<file path="src/sv/fpa_pkg.sv">
package fpa_pkg;

  localparam int W      = 32;          // word width
  localparam int F      = 8;           // fraction bits
  localparam int NSTEP  = W + F;       // quotient bits of (|a| << F) / |b|
  localparam int MW     = 2 * W + 1 - F;  // width of rounded magnitudes

  typedef enum logic [3:0] {
    CMD_ADD, CMD_SUB, CMD_MUL, CMD_DIV, CMD_GT, CMD_LT, CMD_GE, CMD_LE,
    CMD_EQ, CMD_NE, CMD_MIN, CMD_MAX, CMD_INC, CMD_DEC, CMD_TOINT, CMD_FROMINT
  } cmd_t;

  typedef enum logic [1:0] {K_PLAIN, K_MUL, K_DIV, K_DZ} kind_t;

  localparam logic [1:0] ST_OK  = 2'd0;
  localparam logic [1:0] ST_DZ  = 2'd1;
  localparam logic [1:0] ST_SAT = 2'd2;

  typedef struct packed {
    kind_t            kind;
    logic             neg;
    logic [W-1:0]     res;
    logic             flag;
    logic [W-1:0]     dvs;
    logic [NSTEP-1:0] num;
    logic [2*W-1:0]   prod;
  } item_t;

  typedef struct packed {
    item_t            it;
    logic [W:0]       rem;
    logic [NSTEP-1:0] quo;
  } stage_t;

endpackage

</file>
<file path="src/sv/fpa_front.sv">
module fpa_front (
  input  logic                clk,
  input  logic                rst_n,
  input  logic                in_valid,
  output logic                in_stall,
  input  logic [3:0]          in_cmd,
  input  logic signed [31:0]  in_operand_a,
  input  logic signed [31:0]  in_operand_b,
  output fpa_pkg::item_t      q_item,
  output logic                q_valid,
  input  logic                q_pop
);
  import fpa_pkg::*;

  logic signed [W-1:0] a, b;
  logic [W-1:0]        ma, mb;
  logic                lt_ab, lt_ba;
  item_t               it;

  item_t      mem_r [2];
  logic       wp_r, rp_r;
  logic [1:0] cnt_r;
  logic       push;

  assign a = in_operand_a;
  assign b = in_operand_b;

  always_comb begin
    lt_ab = a < b;
    lt_ba = b < a;
    ma = a[W-1] ? W'(-a) : W'(a);
    mb = b[W-1] ? W'(-b) : W'(b);
    it.kind = K_PLAIN;
    it.neg  = a[W-1] ^ b[W-1];
    it.res  = '0;
    it.flag = 1'b0;
    it.dvs  = mb;
    it.num  = {ma, F'(0)};
    it.prod = ma * mb;
    case (cmd_t'(in_cmd))
      CMD_ADD:     it.res = W'(a + b);
      CMD_SUB:     it.res = W'(a - b);
      CMD_MUL:     it.kind = K_MUL;
      CMD_DIV:     it.kind = (b == '0) ? K_DZ : K_DIV;
      CMD_GT:      it.flag = lt_ba;
      CMD_LT:      it.flag = lt_ab;
      CMD_GE:      it.flag = !lt_ab;
      CMD_LE:      it.flag = !lt_ba;
      CMD_EQ:      it.flag = (a == b);
      CMD_NE:      it.flag = (a != b);
      CMD_MIN:     it.res = lt_ab ? a : b;
      CMD_MAX:     it.res = lt_ba ? a : b;
      CMD_INC:     it.res = W'(a + W'(1));
      CMD_DEC:     it.res = W'(a - W'(1));
      CMD_TOINT:   it.res = W'(a >>> F);
      CMD_FROMINT: it.res = W'(a << F);
      default:     it.res = '0;
    endcase
  end

  // two-entry queue toward the back end
  assign in_stall = (cnt_r == 2'd2);
  assign push     = in_valid && !in_stall;
  assign q_valid  = (cnt_r != 2'd0);
  assign q_item   = mem_r[rp_r];

  always_ff @(posedge clk) begin
    if (push) mem_r[wp_r] <= it;
    if (!rst_n) begin
      wp_r  <= 1'b0;
      rp_r  <= 1'b0;
      cnt_r <= 2'd0;
    end else begin
      if (push) wp_r <= !wp_r;
      if (q_pop) rp_r <= !rp_r;
      cnt_r <= cnt_r + 2'(push) - 2'(q_pop);
    end
  end

endmodule

</file>
<file path="config.mk">
export PLATFORM = sky130hd
export DESIGN_NAME = fpa_front
export DESIGN_NICKNAME = d
export VERILOG_FILES = /design/src/sv/fpa_pkg.sv /design/src/sv/fpa_front.sv
export SDC_FILE = /design/constraint.sdc
export NUM_CORES = 2
export LEC_CHECK = 0
export ABC_AREA = 1
export BUFFER_PORTS_ARGS = -buffer_cell sky130_fd_sc_hd__buf_4
export CELL_PAD_IN_SITES_DETAIL_PLACEMENT = 1
export CELL_PAD_IN_SITES_GLOBAL_PLACEMENT = 2
export CORE_MARGIN = 2
export CORE_UTILIZATION = 43
export DETAILED_ROUTE_END_ITERATION = 8
export PLACE_DENSITY_LB_ADDON = 0.15
export SLEW_MARGIN = 20
export SYNTH_ARGS = -nofsm -noshare
export SYNTH_HDL_FRONTEND = slang
export SYNTH_SLANG_ARGS = --single-unit
</file>
<file path="constraint.sdc">
create_clock -name clk -period 16.59 [get_ports clk]
set_input_delay 2.4885 -clock clk [delete_from_list [all_inputs] [get_ports clk]]
set_output_delay 2.4885 -clock clk [all_outputs]
set_load 0.02 [all_outputs]
</file>
* After elaboration in Yosys (flattened, before gate mapping)
Memory sizes are Yosys's and may differ from the RTL's. A register that Yosys moved wholly into a read port is not among the register bits.
Index checks and enable logic that the tools add are counted.
** Storage, ports and cells
- Bits of input ports :: 72
- Memories :: 1
- Register bits after elaboration :: 4
- Output and inout bits :: 174
- Logic and storage cells :: 55
- RAM bits :: 328
** Memories
- mem_r :: words 2, width 164, rd ports 1, clocked after memory_dff 1, write ports 1, RTL line fpa_front.sv:20 : item_t mem_r [2];
** Operators by class
- $mul :: 1
- Equality and inequality tests :: 18
- Mux-type cells :: 12
- Magnitude comparators :: 2
- Bitwise gates (word level) :: 1
- Add/subtract/negate cells :: 8
- Reduce and logical (&&, ||, !) cells :: 9
** Operator list (number)
- 32-bit case mux with 8 select lines :: 1
- 32-bit 2-to-1 mux :: 4
- 32-bit < comparator :: 2
- 32-bit by 32-bit multiplier with 64-bit output :: 1
- 32-bit negator :: 2
- 32-bit by 2-bit adder with 32-bit output (second input constant) :: 1
- 32-bit adder :: 1
- 32-bit equality test :: 1
- 4-bit equality test (second input constant) :: 8
- 32-bit zero test :: 1
- 32-bit != test :: 1
- 32-bit by 2-bit subtractor with 32-bit output (second input constant) :: 1
- 32-bit subtractor :: 1
- 4-bit by 3-bit equality test with 1-bit output (second input constant) :: 4
- 4-bit by 2-bit equality test with 1-bit output (second input constant) :: 2
- 1-bit case mux with 6 select lines :: 1
- 1-bit zero test :: 5
- 1-bit 2-to-1 mux :: 5
- 4-bit by 1-bit equality test with 1-bit output (second input constant) :: 1
- 4-bit zero test :: 1
- 2-bit case mux with 2 select lines :: 1
- 2-bit by 1-bit adder with 2-bit output :: 1
- 2-bit equality test (second input constant) :: 1
- 2-bit nonzero test :: 1
- other kinds (3) :: 3

* Longest topological paths before layout
- Depth in word-level cells :: 5
- Gate-level depth with buffers :: 42
- Gate-level depth less buffers :: 41

* Least setup slack after synthesis
OpenSTA, ideal clock, no wires.
- Kind :: input to register
- From :: in in_operand_a[0]
- To :: mem mem_r[0][52] in the netlist's numbering, data pin
- Data arrival time :: 10.205 ns
- Library setup time :: 0.266 ns
- Stages :: 37
- Slack :: 6.119 ns
- Path through :: buf_2 > inv_2 > buf_2 > buf_1 > ha_1 > nand3_1 > nor2_2 > nand2_1 > nor2_1 > nand2_1 > nor2_1 > a31oi_2 > xor2_2 > inv_2 > buf_2 > nor2_1 > fa_1 > fa_1 > inv_1 > fa_1 > fa_1 > inv_1 > fa_1 > fa_1 > fa_1 > inv_1 > fa_1 > inv_1 > ha_1 > nand2_1 > nor2_1 > inv_1 > o21ai_0 > a21oi_1 > nand3_1 > a21oi_1 > xor2_1
** RTL lines
- start: declaration :: RTL line fpa_front.sv:7 : input logic signed [31:0] in_operand_a,
- end: declaration :: RTL line fpa_front.sv:20

==> out/results.tsv <==
stage	metric	value	unit
status	status	complete, no violations	
floorplanning	Ports	246	
critical_path	crit path max fanout	31	
synthesis	post-synth design cell area	53000	um2
synthesis	synth warn	0	
critical_path	setup slack, reg-to-reg	13100	ps
synthesis	register bit total from synthesis	333	
placement	GP Congestion	0.994	
route	Post-Route WL	234000	um
route	Vias	45079	
placement	Post-DP HPWL	185000	um
critical_path	CP most frequent cell	fa_1	
flow_run	MaxCap Viol Count	0	
sta	min cycle time layout	12710	ps
clocking	hold buffers post-CTS	0	
placement	count of input and output buffers	237	
synthesis	Post-synth top cells	inv_1 (1,249), nand2_1 (1,165), fa_1 (898)	
clocking	H-tree depth	2	
clocking	Setup Fix Bufs, Post-CTS	0	
worst_hold_path	Hold Path Class	flip-flop to flip-flop	
final_layout	Final #Nets	7674	
global_route	GRT Resource Usage Total	0.375	
clocking	Inserted Clock Buffers	40	
route	iteration-0 DRC count of the detailed router	4145	
global_route	first-pass GRT wire length	339000	um
synthesis	Async SR Flop Fraction	0	
final_layout	post-route core utilization	0.475	
clocking	maximum clock path buffer count	3	
synthesis	Post-synth EDFFs	328	
final_layout	Area Overhead vs Synth	9.29	%
critical_path	crit end category	flip-flop	
route	via/cell ratio	5.61	
synthesis	most common cell in the netlist	inv_1	
clocking	CTS resizes	0	
route	DRC	0	
clocking	Sink Count	333	
clocking	CTS tree	built	
critical_path	worst r2r src	cnt_r[0]	
final_layout	final std cells w/o fill	8032	
critical_path	slowest stage delay, CP	1080	ps
sta	Final Hold Vio Count	0	
synthesis	syn_area_per_cell	8.54	um2
critical_path	crit path max-delay cell type	clkinv_1	
floorplanning	die area	126000	um2
route	met1 wire length	101000	um
clocking	clk slew on worst S/H paths	60	ps
sta	Max-slew headroom	0.182	
clocking	Worst-Skew Late Latency	640	ps
critical_path	crit path kind	input pin to flip-flop	
sta	final period utilization	0.766	
synthesis	area leader, netlist	fa_1	
sta	Max Clk Rate	0.0787	GHz
synthesis	top cell type's share of synthesized area	0.339	
synthesis	sequential share of the synthesized area	0.188	
final_layout	Final Instance Area	58000	um2
sta	unrepaired setup endpoints after global routing	no	
route	Final ANT Viol Nets	0	
critical_path	R2R depth	4	
sta	Final Max Tran Viols	0	
sta	Final Skew	30.5	ps
critical_path	worst flop-to-flop path endpoint	mem_r[0][33]	
global_route	total grt overflow	0	
route	drt wl/cell	29.1	um
synthesis	Post-Syn Instances	6212	
sta	Setup-failing EPs final	0	
critical_path	Critical Path RT	16940	ps
sta	Final TNS setup	0	ps
worst_hold_path	Worst Min Path Start	rp_r	
floorplanning	Rows	128	
sta	worst-margin pin slew	1220	ps
critical_path	critical path arrival	13060	ps
worst_hold_path	Hold Path Cell Cnt	2	
floorplanning	core area	122000	um2
placement	placed cell areas	56700	um2
clocking	root buffer cell	clkbuf_16	
critical_path	type of origin of the critical path	input pin	
final_layout	layout cells sized above 1	0.105	
route	met3 wire len	23400	um
global_route	vias in the first global route	48389	
placement	placed insts	7955	
synthesis	synth top area cells	fa_1 (34%), edfxtp_1 (19%), inv_1 (8.8%), nand2_1 (8.2%), ha_1 (7.8%)	
floorplanning	DIE WIDTH	355	um
floorplanning	die height	355	um
synthesis	top_reg_cell synth	edfxtp_1	
route	1st-pass router iterations	5	
route	uppermost layer routed	met5	
global_route	largest net degree at the start of global routing	98	
floorplanning	Initial Util	0.435	
global_route	antenna violations before repair	6	
route	DR WL met2	100000	um
synthesis	library cells used by synthesis	58	
[registers in the layout (all words and copies together) (netlist names), named ones only]
signal  count
mem_r     328
wp_r        1
cnt_r       2
rp_r        1
[metrics by stage]
step	hold slack, ps	worst slack [ps]
after detailed placement	497	3430
after CTS	514	4020
after global placement	476	3420
after global routing	551	3540
after floorplan	459	6120
final	506	3880
[worst max-delay path, delay by kind of cell]
| kind | cells | cell delay [ps] |
|---|---|---|
| XOR/XNOR | 1 | 180 |
| AO/OA/AOI/OAI | 2 | 690 |
| buffers and inverters | 5 | 2100 |
| adder cells (fa/ha/maj) | 10 | 4780 |
| AND/OR/NAND/NOR | 12 | 2780 |
[logic make-up (layout without fill, tap and decap cells)]
group / Yosys count / in the layout / synth area share
buf+inv: 1527 / 1711 / 0.112
xor+xnor: 93 / 93 / 0.0159
compound gates: 495 / 495 / 0.0529
simple gates: 2369 / 2369 / 0.180
other cells: 1 / 12 / 0.0000707
mux: 164 / 164 / 0.0348
fa+ha+maj: 1230 / 1230 / 0.417
flops: 333 / 333 / 0.188
[how the worst max path moves through the flow]
stage	from	end	slack, ps	cells after the start
2_1_floorplan	in_operand_a[0]	mem_r[0][52]	6120	37
3_3_place_gp	in_operand_a[0]	mem_r[0][52]	3420	30
3_5_place_dp	in_operand_a[0]	mem_r[0][63]	3430	31
4_1_cts	in_operand_a[0]	mem_r[1][63]	4020	31
5_1_grt	in_operand_a[0]	mem_r[1][63]	3540	31
6_report	in_operand_a[0]	mem_r[1][52]	3880	30
[layer usage]
metal  up-vias  global-route usage
met3       389               0.106
met1     23400               0.524
met5         -                   0
met4         6               0.129
met2      1980               0.559
li1      19304                   -
[cells in the final DEF, fill, tap and decap left out, types with 9 or more instances in the layout]
cell	count
xor2_1	66
clkbuf_16	41
inv_2	44
mux2_2	164
nand2_1	1165
nor2_2	19
o22ai_1	16
edfxtp_1	328
a21oi_1	198
nor4_1	9
clkinv_1	21
nand4_1	43
buf_4	333
o21bai_1	28
o21ai_1	11
o21ai_0	154
nor2_1	839
nand3_1	211
o21ai_2	16
fa_1	898
clkbuf_1	11
nand3b_1	11
inv_1	1245
ha_1	332
nor3_1	42
a21o_1	20
a31oi_1	11
xnor2_1	20
[layout make-up]
class                      count  area (um2)
multi-input combinational   4359       37300
clock buffer                  52        1070
inverter                    1304        4890
antenna                        4        10.0
sequential                   333        9950
fill                       14570       64100
tap                         1625        2030
clock inverter                21         183
timing repair buffer         334        2520
Power is left out: the tool's default activity adds up to more than one toggle a clock period on the data nets, which glitch-free logic cannot reach.
